## config.mk

```make
export PLATFORM = sky130hd
export DESIGN_NAME = reference_slot_table_core
export DESIGN_NICKNAME = d
export VERILOG_FILES = /design/src/rtl/refslot_pkg.sv /design/src/rtl/reference_slot_table_core.sv /design/src/rtl/refslot_mem.sv /design/src/rtl/refslot_ctrl.sv
export SDC_FILE = /design/constraint.sdc
export NUM_CORES = 2
export LEC_CHECK = 0
export ABC_AREA = 1
export BUFFER_PORTS_ARGS = -buffer_cell sky130_fd_sc_hd__buf_2
export CAP_MARGIN = 20
export CORE_MARGIN = 4
export CORE_UTILIZATION = 43
export DETAILED_ROUTE_END_ITERATION = 12
export SYNTH_ARGS = -nofsm -noshare
export SYNTH_HDL_FRONTEND = slang
export SYNTH_SLANG_ARGS = --single-unit
```

## constraint.sdc

```tcl
create_clock -name clk -period 3.7 [get_ports clk]
set_input_delay 0.555 -clock clk [delete_from_list [all_inputs] [get_ports clk]]
set_output_delay 0.555 -clock clk [all_outputs]
set_load 0.005 [all_outputs]
```

## src/rtl/refslot_pkg.sv

```systemverilog
`timescale 1ns / 1ps
// ----------------------------------------------------------------------------
// refslot_pkg
// Shared constants for the reference slot table: default capacity, result
// field widths, opcodes, status and count-adjust codes.
// ----------------------------------------------------------------------------
package refslot_pkg;

  // default number of slots
  localparam int DEF_CAPACITY = 64;

  // reference word and slot entry widths
  localparam int REF_W   = 32;
  localparam int ENTRY_W = REF_W + 1;

  // result field widths
  localparam int STATUS_W = 3;
  localparam int SLOT_W   = 6;
  localparam int ADJ_W    = 2;

  // opcodes
  localparam logic OP_ADD    = 1'b0;
  localparam logic OP_REMOVE = 1'b1;

  // status codes
  localparam logic [STATUS_W-1:0] ST_STORED   = 3'd0;
  localparam logic [STATUS_W-1:0] ST_REMOVED  = 3'd1;
  localparam logic [STATUS_W-1:0] ST_SKIPPED  = 3'd2;
  localparam logic [STATUS_W-1:0] ST_FULL     = 3'd3;
  localparam logic [STATUS_W-1:0] ST_NOTFOUND = 3'd4;

  // reference count adjust codes
  localparam logic [ADJ_W-1:0] ADJ_NONE = 2'd0;
  localparam logic [ADJ_W-1:0] ADJ_UP   = 2'd1;
  localparam logic [ADJ_W-1:0] ADJ_DOWN = 2'd2;

endpackage

```

## src/rtl/reference_slot_table_core.sv

```systemverilog
`timescale 1ns / 1ps
// Steps: a skipped or full word goes straight to the result; an add reads and
//   then writes the head free slot; a remove scans the store in index order.
// Throughput: one word at a time; the next word is taken only after the result
//   word is loaded, and a remove walks the slot store one entry per cycle
//   through the single read port.
// Reset: after rst_n the slot store is cleared to the free chain, during which
//   in_ready stays low.
// ----------------------------------------------------------------------------
// reference_slot_table_core
// Fixed table of object-reference slots with an embedded free list.
// ----------------------------------------------------------------------------
module reference_slot_table_core #(
  parameter int CAPACITY = refslot_pkg::DEF_CAPACITY
) (
  input  logic                             clk,
  input  logic                             rst_n,
  input  logic                             in_valid,
  output logic                             in_ready,
  input  logic                             in_opcode,
  input  logic [refslot_pkg::REF_W-1:0]    in_object_ref,
  input  logic                             in_is_immediate,
  input  logic                             in_is_permanent,
  output logic                             out_valid,
  input  logic                             out_ready,
  output logic [refslot_pkg::STATUS_W-1:0] out_status,
  output logic [refslot_pkg::SLOT_W-1:0]   out_slot_index,
  output logic [refslot_pkg::ADJ_W-1:0]    out_ref_adjust
);
  import refslot_pkg::*;

  localparam int IDX_W  = $clog2(CAPACITY);
  localparam int HEAD_W = $clog2(CAPACITY + 1);

  logic               wr_en;
  logic [IDX_W-1:0]   wr_addr;
  logic [ENTRY_W-1:0] wr_data;
  logic [IDX_W-1:0]   rd_addr;
  logic [ENTRY_W-1:0] rd_data;

  // sequencer
  refslot_ctrl #(
    .CAPACITY (CAPACITY),
    .IDX_W    (IDX_W),
    .HEAD_W   (HEAD_W)
  ) u_ctrl (
    .clk             (clk),
    .rst_n           (rst_n),
    .in_valid        (in_valid),
    .in_ready        (in_ready),
    .in_opcode       (in_opcode),
    .in_object_ref   (in_object_ref),
    .in_is_immediate (in_is_immediate),
    .in_is_permanent (in_is_permanent),
    .out_valid       (out_valid),
    .out_ready       (out_ready),
    .out_status      (out_status),
    .out_slot_index  (out_slot_index),
    .out_ref_adjust  (out_ref_adjust),
    .wr_en           (wr_en),
    .wr_addr         (wr_addr),
    .wr_data         (wr_data),
    .rd_addr         (rd_addr),
    .rd_data         (rd_data)
  );

  // slot store
  refslot_mem #(
    .CAPACITY (CAPACITY),
    .IDX_W    (IDX_W)
  ) u_mem (
    .clk     (clk),
    .wr_en   (wr_en),
    .wr_addr (wr_addr),
    .wr_data (wr_data),
    .rd_addr (rd_addr),
    .rd_data (rd_data)
  );

endmodule

```

## src/rtl/refslot_mem.sv

```systemverilog
`timescale 1ns / 1ps
// ----------------------------------------------------------------------------
// refslot_mem
// Slot store: one write port, one read port, read data registered. Bit 32
// is the occupied flag, bits 31..0 hold the reference or the next free link.
// ----------------------------------------------------------------------------
module refslot_mem #(
  parameter int CAPACITY = refslot_pkg::DEF_CAPACITY,
  parameter int IDX_W    = $clog2(CAPACITY)
) (
  input  logic                           clk,
  input  logic                           wr_en,
  input  logic [IDX_W-1:0]               wr_addr,
  input  logic [refslot_pkg::ENTRY_W-1:0] wr_data,
  input  logic [IDX_W-1:0]               rd_addr,
  output logic [refslot_pkg::ENTRY_W-1:0] rd_data
);
  import refslot_pkg::*;

  logic [ENTRY_W-1:0] mem [CAPACITY];
  logic [ENTRY_W-1:0] rd_data_r;

  // write port
  always_ff @(posedge clk) begin
    if (wr_en) begin
      mem[wr_addr] <= wr_data;
    end
  end

  // registered read port
  always_ff @(posedge clk) begin
    rd_data_r <= mem[rd_addr];
  end

  assign rd_data = rd_data_r;

endmodule

```

## src/rtl/refslot_ctrl.sv

```systemverilog
`timescale 1ns / 1ps
// ----------------------------------------------------------------------------
// refslot_ctrl
// Sequencer for the slot table: clears the store after reset, pops the free
// head on add, scans the store in index order on remove, keeps the free
// head and drives the registered result word.
// ----------------------------------------------------------------------------
module refslot_ctrl #(
  parameter int CAPACITY = refslot_pkg::DEF_CAPACITY,
  parameter int IDX_W    = $clog2(CAPACITY),
  parameter int HEAD_W   = $clog2(CAPACITY + 1)
) (
  input  logic                              clk,
  input  logic                              rst_n,
  // input word
  input  logic                              in_valid,
  output logic                              in_ready,
  input  logic                              in_opcode,
  input  logic [refslot_pkg::REF_W-1:0]     in_object_ref,
  input  logic                              in_is_immediate,
  input  logic                              in_is_permanent,
  // result word
  output logic                              out_valid,
  input  logic                              out_ready,
  output logic [refslot_pkg::STATUS_W-1:0]  out_status,
  output logic [refslot_pkg::SLOT_W-1:0]    out_slot_index,
  output logic [refslot_pkg::ADJ_W-1:0]     out_ref_adjust,
  // slot store
  output logic                              wr_en,
  output logic [IDX_W-1:0]                  wr_addr,
  output logic [refslot_pkg::ENTRY_W-1:0]   wr_data,
  output logic [IDX_W-1:0]                  rd_addr,
  input  logic [refslot_pkg::ENTRY_W-1:0]   rd_data
);
  import refslot_pkg::*;

  localparam logic [IDX_W-1:0]  LAST_IDX = IDX_W'(CAPACITY - 1);
  localparam logic [HEAD_W-1:0] END_LINK = HEAD_W'(CAPACITY);

  typedef enum logic [5:0] {
    S_CLEAR  = 6'b000001,
    S_IDLE   = 6'b000010,
    S_ADD_RD = 6'b000100,
    S_ADD_WR = 6'b001000,
    S_SCAN   = 6'b010000,
    S_RESULT = 6'b100000
  } state_t;

  state_t               state_r, state_nxt;
  logic [HEAD_W-1:0]    head_r, head_nxt;
  logic [IDX_W-1:0]     clr_idx_r, clr_idx_nxt;
  logic [IDX_W-1:0]     scan_idx_r, scan_idx_nxt;
  logic                 cmp_vld_r, cmp_vld_nxt;
  logic [IDX_W-1:0]     cmp_idx_r, cmp_idx_nxt;
  logic                 out_valid_r, out_valid_nxt;
  logic                 load_out;
  logic                 accept;
  logic                 res_load;

  // payload registers
  logic [REF_W-1:0]     ref_r;
  logic [STATUS_W-1:0]  res_status_r, res_status_nxt;
  logic [SLOT_W-1:0]    res_slot_r, res_slot_nxt;
  logic [ADJ_W-1:0]     res_adj_r, res_adj_nxt;
  logic [STATUS_W-1:0]  out_status_r;
  logic [SLOT_W-1:0]    out_slot_r;
  logic [ADJ_W-1:0]     out_adj_r;

  logic [HEAD_W-1:0]    link_clamped;
  logic                 slot_match;

  assign in_ready = (state_r == S_IDLE);
  assign accept   = in_valid && in_ready;
  assign load_out = (state_r == S_RESULT) && (!out_valid_r || out_ready);

  // clamp a stored link to end of list
  assign link_clamped = (rd_data[REF_W-1:0] > REF_W'(CAPACITY)) ? END_LINK
                                                               : HEAD_W'(rd_data[REF_W-1:0]);
  assign slot_match   = rd_data[REF_W] && (rd_data[REF_W-1:0] == ref_r);

  // next state and store access
  always_comb begin
    state_nxt      = state_r;
    head_nxt       = head_r;
    clr_idx_nxt    = clr_idx_r;
    scan_idx_nxt   = scan_idx_r;
    cmp_vld_nxt    = 1'b0;
    cmp_idx_nxt    = cmp_idx_r;
    res_load       = 1'b0;
    res_status_nxt = res_status_r;
    res_slot_nxt   = res_slot_r;
    res_adj_nxt    = res_adj_r;
    wr_en          = 1'b0;
    wr_addr        = clr_idx_r;
    wr_data        = '0;
    rd_addr        = scan_idx_r;
    case (state_r)
      S_CLEAR: begin
        wr_en   = 1'b1;
        wr_addr = clr_idx_r;
        wr_data = {1'b0, REF_W'(clr_idx_r) + REF_W'(1)};
        if (clr_idx_r == LAST_IDX) begin
          state_nxt = S_IDLE;
        end else begin
          clr_idx_nxt = clr_idx_r + IDX_W'(1);
        end
      end
      S_IDLE: begin
        if (accept) begin
          res_load = 1'b1;
          if (in_is_immediate || in_is_permanent) begin
            res_status_nxt = ST_SKIPPED;
            res_slot_nxt   = '0;
            res_adj_nxt    = ADJ_NONE;
            state_nxt      = S_RESULT;
          end else if (in_opcode == OP_ADD) begin
            if (head_r == END_LINK) begin
              res_status_nxt = ST_FULL;
              res_slot_nxt   = '0;
              res_adj_nxt    = ADJ_NONE;
              state_nxt      = S_RESULT;
            end else begin
              state_nxt = S_ADD_RD;
            end
          end else begin
            scan_idx_nxt = '0;
            state_nxt    = S_SCAN;
          end
        end
      end
      S_ADD_RD: begin
        // fetch the link held in the head free slot
        rd_addr   = head_r[IDX_W-1:0];
        state_nxt = S_ADD_WR;
      end
      S_ADD_WR: begin
        wr_en          = 1'b1;
        wr_addr        = head_r[IDX_W-1:0];
        wr_data        = {1'b1, ref_r};
        head_nxt       = link_clamped;
        res_load       = 1'b1;
        res_status_nxt = ST_STORED;
        res_slot_nxt   = SLOT_W'(head_r[IDX_W-1:0]);
        res_adj_nxt    = ADJ_UP;
        state_nxt      = S_RESULT;
      end
      S_SCAN: begin
        // issue one read per cycle, compare the previous one
        rd_addr      = scan_idx_r;
        cmp_vld_nxt  = 1'b1;
        cmp_idx_nxt  = scan_idx_r;
        scan_idx_nxt = (scan_idx_r == LAST_IDX) ? scan_idx_r : scan_idx_r + IDX_W'(1);
        if (cmp_vld_r && slot_match) begin
          wr_en          = 1'b1;
          wr_addr        = cmp_idx_r;
          wr_data        = {1'b0, REF_W'(head_r)};
          head_nxt       = HEAD_W'(cmp_idx_r);
          res_load       = 1'b1;
          res_status_nxt = ST_REMOVED;
          res_slot_nxt   = SLOT_W'(cmp_idx_r);
          res_adj_nxt    = ADJ_DOWN;
          state_nxt      = S_RESULT;
        end else if (cmp_vld_r && (cmp_idx_r == LAST_IDX)) begin
          res_load       = 1'b1;
          res_status_nxt = ST_NOTFOUND;
          res_slot_nxt   = '0;
          res_adj_nxt    = ADJ_DOWN;
          state_nxt      = S_RESULT;
        end
      end
      S_RESULT: begin
        if (load_out) begin
          state_nxt = S_IDLE;
        end
      end
      default: begin
        state_nxt = S_IDLE;
      end
    endcase
  end

  // output valid: set on load, drop on take
  always_comb begin
    out_valid_nxt = out_valid_r;
    if (load_out) begin
      out_valid_nxt = 1'b1;
    end else if (out_ready) begin
      out_valid_nxt = 1'b0;
    end
  end

  // control registers
  always_ff @(posedge clk) begin
    if (!rst_n) begin
      state_r     <= S_CLEAR;
      head_r      <= '0;
      clr_idx_r   <= '0;
      scan_idx_r  <= '0;
      cmp_vld_r   <= 1'b0;
      out_valid_r <= 1'b0;
    end else begin
      state_r     <= state_nxt;
      head_r      <= head_nxt;
      clr_idx_r   <= clr_idx_nxt;
      scan_idx_r  <= scan_idx_nxt;
      cmp_vld_r   <= cmp_vld_nxt;
      out_valid_r <= out_valid_nxt;
    end
  end

  // payload registers
  always_ff @(posedge clk) begin
    cmp_idx_r <= cmp_idx_nxt;
    if (accept) begin
      ref_r <= in_object_ref;
    end
    if (res_load) begin
      res_status_r <= res_status_nxt;
      res_slot_r   <= res_slot_nxt;
      res_adj_r    <= res_adj_nxt;
    end
    if (load_out) begin
      out_status_r <= res_status_r;
      out_slot_r   <= res_slot_r;
      out_adj_r    <= res_adj_r;
    end
  end

  assign out_valid      = out_valid_r;
  assign out_status     = out_status_r;
  assign out_slot_index = out_slot_r;
  assign out_ref_adjust = out_adj_r;

endmodule

```

==> parameters.txt <==
Parameter                              Value

Outcome
  Result of the run    finished, final reports clean

Worst hold path
  Worst hold start    out_ready
  Hold Path Class    in -> reg
  Hold path cells    4

Critical path
  Cell breakdown of the critical path    o22ai_1 -> nor2_1 -> nand3_1 -> nor2_2 -> nand3_2 -> nand2_1 -> nor2_1 -> a21oi_2 -> nand2_4 -> nor2_4 -> buf_4
  R2R Path Start    u_mem.rd_data[19]
  Critical path capture point    u_mem.mem[57][19]
  Arrival time at the worst endpoint    about 4.2 ns
  Largest fanout on the critical path    33
  Capturing element type of the critical path    flop
  CP max stage delay    roughly 0.74 ns
  Crit. Startpoint    u_mem.rd_data[19]
  Worst path required time    4.20 ns
  Crit path top cell by count    sky130_fd_sc_hd__nor2_1
  Start-to-end type of the worst setup path    reg -> reg
  Type of element launching the critical path    flop
  Reg-to-reg critical path endpoint    u_mem.mem[57][19]
  R2R Setup Slk    approximately 0.042 ns
  Depth of the most critical reg-to-reg path    11
  Standard cell with the maximum stage delay on the critical path    sky130_fd_sc_hd__dfxtp_1

Pwr
  Internal power    between 40,000 and 50,000 uW
  Sw power    13,600 uW
  Fraction of power spent switching nets    0.244
  Combinational fraction of design power    0.072
  Part of the total power dissipated in the clock network    0.393
  Worst IR Drop VDD    ~0.52 mV
  Leak Pwr    around 0.043 uW
  Power per cell area    around 510 nW/um^2
  Sequential fraction of design power    0.535

STA
  Post-route worst hold slack    0.0642 ns
  Worst clock skew on the final layout    roughly 0.04 ns
  Final min period    between 3 and 4 ns
  Worst slew margin    0.252
  Number of pins exceeding their max-slew limit in the final report    0
  Number of hold-slack violations in the final timing report    0
  Setup repair after global routing missed its margin    no
  Fmax achieved    approximately 270 MHz
  Pin slew with the least headroom to its limit    1.12 ns
  Endpoints failing setup    0
  Post-route fraction of the period consumed by the critical path    0.989

Global routing
  Maximum number of pins on one net before global-route repair    slightly below 100
  Wire length of the first global-routing pass    between 400,000 and 500,000 um
  Gr usage total    0.258
  Grt total ovfl    0
  Vias in the first global route    ~61,000
  Antenna violations before repair    22

Floorplan
  Total core area    about 220,000 sq um
  Core Rows    between 150 and 200
  Ports    52
  Starting density of the core    0.432
  Die width    about 480 um
  Chip height    around 480 um
  Die area    226,000 sq um

Synth
  Average instance area after synthesis    between 10 and 15 sq um
  Sequential cell area fraction in the yosys report    0.707
  Arithmetic-cell share of the synthesized area counting full adders, half adders and majority gates    0.000266
  Dominant cells by area after synthesis    sky130_fd_sc_hd__edfxtp_1, sky130_fd_sc_hd__nand2_1, sky130_fd_sc_hd__nand3_1, sky130_fd_sc_hd__inv_1, sky130_fd_sc_hd__buf_2
  Count of flip-flops with a built-in enable after synthesis    about 2,200
  Cells after synthesis    8,710
  Synthesis-stage register bit count    roughly 2,200
  Async SR Flop Fraction    0
  Top flip-flop cell by instance count after synthesis    sky130_fd_sc_hd__edfxtp_1
  Syn Std Cell Area    approximately 94,000 sq um
  Total of warnings raised by yosys    0
  Multiplexer share of the synthesized area    0
  Library cell occupying the most area in the post-synthesis netlist    sky130_fd_sc_hd__edfxtp_1
  Compound-Gate Fraction of Synth Area    0.0156
  Number of nets in the synthesized netlist    slightly below 9,000
  Portion of synthesized cell area occupied by the leading cell type    0.695
  Largest family of logic cells by synthesized area    simple AND/OR/NAND/NOR gates
  Share of the synthesized netlist area taken by xor and xnor gates    0.000933
  Simple-gate area share of the yosys netlist    0.215
  Number of unique standard cell types used by synthesis    43

CTS
  Clock insertion delay at the later pin of the skew report    0.88 ns
  Buffer cell driving the clock tree root    sky130_fd_sc_hd__clkbuf_16
  Clock Sinks    around 2,200
  Deepest clock path buffer count    3
  Total clock buffers created by CTS    224
  Clock-pin transition on the worst setup and hold timing paths    roughly 0.060 ns
  CTS HTree Levels    4
  Clock tree from TritonCTS    built

Final layout
  Commonest non-fill, non-tap cell in the layout    sky130_fd_sc_hd__nand2_1
  Core occupancy in the finished layout    0.498
  Finished Cell Area    roughly 110,000 sq um
  Final nets    a little under 9,000
  Number of non-filler instances in the completed layout    ~12,000
  Fraction of final layout cells with drive strength greater than 1    0.0932
  Most frequent cells in the layout    sky130_fd_sc_hd__nand2_1, sky130_fd_sc_hd__edfxtp_1, sky130_fd_sc_hd__nand3_1
  Number of filler instances in the final layout    19,000
  Signed area change from the synthesized netlist to the final layout    15.3%

Drt
  Routed Antenna Nets    0
  Post-detailed-routing wire length    between 200,000 and 300,000 um
  Detail-routed net length per standard cell    24.8 um
  Initial DRC count    8,254
  Number of vias after detailed routing    65,100
  1st-pass router iterations    7
  Total DRC errors in the routed layout    0
  Vias per cell    5.45

Placement
  Quantity of I/O buffers inserted on ports    ~50
  Routability Congestion    ~0.95
  Post-Place Cell Area    between 100,000 and 150,000 sq um
  Inst Count DP    about 11,000
  Detail Placement HPWL    roughly 180,000 um

Job
  Number of violations of the max-capacitance limit    0
==> worst min path at each step <==
| stage | endpoint | slack [ns] |
|---|---|---|
| after floorplan | u_ctrl.out_ref_adjust[0] | 0.40 |
| after global placement | u_ctrl.out_status[1] | 0.41 |
| after detailed placement | u_ctrl.out_ref_adjust[1] | 0.41 |
| after CTS | u_ctrl.out_valid | 0.004 |
| after global routing | u_ctrl.out_valid | 0.04 |
| final | u_ctrl.out_valid | 0.06 |
==> synthesized netlist by cell type (3+ instances only) <==
master,instances
sky130_fd_sc_hd__buf_4,25
sky130_fd_sc_hd__nor2_4,3
sky130_fd_sc_hd__nand2_2,10
sky130_fd_sc_hd__nand3_1,1367
sky130_fd_sc_hd__nor2_1,156
sky130_fd_sc_hd__inv_2,6
sky130_fd_sc_hd__a211oi_1,3
sky130_fd_sc_hd__inv_1,902
sky130_fd_sc_hd__xnor2_1,6
sky130_fd_sc_hd__xor2_1,4
sky130_fd_sc_hd__o211ai_1,143
sky130_fd_sc_hd__o21ai_0,16
sky130_fd_sc_hd__buf_1,11
sky130_fd_sc_hd__o21ai_2,3
sky130_fd_sc_hd__clkbuf_1,99
sky130_fd_sc_hd__nand3_2,3
sky130_fd_sc_hd__buf_2,328
sky130_fd_sc_hd__nand4_1,14
sky130_fd_sc_hd__edfxtp_1,2172
sky130_fd_sc_hd__nand2_1,3304
sky130_fd_sc_hd__nor2_2,3
sky130_fd_sc_hd__o221ai_1,5
sky130_fd_sc_hd__nor4_1,6
sky130_fd_sc_hd__dfxtp_1,60
sky130_fd_sc_hd__a21oi_1,20
sky130_fd_sc_hd__nor3_1,11
sky130_fd_sc_hd__a31oi_1,8
==> layer usage <==
metal / share of wire / wire length (um) / global-route usage / up-vias
met5: 0.00011 / 34 / 0 / -
met4: 0.050 / 14700 / 0.116 / 6
met3: 0.084 / 25000 / 0.0422 / 566
met2: 0.46 / 137000 / 0.406 / 3115
met1: 0.40 / 119000 / 0.353 / 31900
li1: - / - / - / 29500
==> stage by stage <==
step	setup TNS [ns]	total power (uW)	setup slack [ns]
after floorplan	-7.93	31500	-0.0413
after global placement	-3.04	34100	-0.0715
after detailed placement	-0.342	34100	-0.0112
after CTS	0	55700	0.0261
after global routing	0	57100	0.00727
final	0	55500	0.0422
==> logic make-up after synthesis <==
kind of cell | after synthesis
adder cells (fa/ha/maj) | 2
buffers and inverters | 1373
XOR/XNOR | 10
AND/OR/NAND/NOR | 4886
AO/OA/AOI/OAI | 207
flip-flops | 2232
==> layout make-up <==
cell class	count	area, sq um	share of cell area
antenna	3	7.51	0.0000694
clock buffer	279	5880	0.0544
clock inverter	130	1060	0.00981
inverter	908	3430	0.0317
multi-input combinational	5105	22700	0.210
sequential	2232	66400	0.614
tap	2854	3570	0.0330
timing repair buffer	425	5150	0.0476
==> registers in the layout (all words and copies together), names as in the netlist, 2 cells and up <==
signal	cells
u_mem.mem	2112
u_mem.rd_data	33
u_ctrl.ref_r	32
u_ctrl.head_r	7
u_ctrl.clr_idx_r	6
u_ctrl.cmp_idx_r	6
u_ctrl.out_slot_index	6
u_ctrl.res_slot_r	6
u_ctrl.scan_idx_r	6
u_ctrl.state_r	6
u_ctrl.out_status	3
u_ctrl.res_status_r	3
u_ctrl.out_ref_adjust	2
u_ctrl.res_adj_r	2
==> critical path, delay by kind of cell (launching register included) <==
family | cells | cell delay [ns]
and+or+nand+nor | 8 | 1.46
DFF | 1 | 0.74
buffers and inverters | 1 | 0.43
AOI/OAI and AO/OA | 2 | 0.57
==> what timing repair did <==
item                                    4_1_cts  5_1_grt
pin swaps                                     1        5
endpoints found under the setup margin       56      664
buffers inserted                              2       18
hold buffers                                 35        0
hold endpoints to repair                     36        0
gates resized for setup                       4       17
==> power groups by stage <==
stage | Combinational, uW | Clock, uW | Sequential (uW)
after floorplan | 1830 | 0 | 29700
after global placement | 3910 | 0 | 30200
after CTS | 3950 | 22100 | 29700
after detailed placement | 3900 | 0 | 30200
after global routing | 4260 | 23200 | 29700
final | 4000 | 21800 | 29700
No activity file was read; power rests on OpenSTA's default activity.
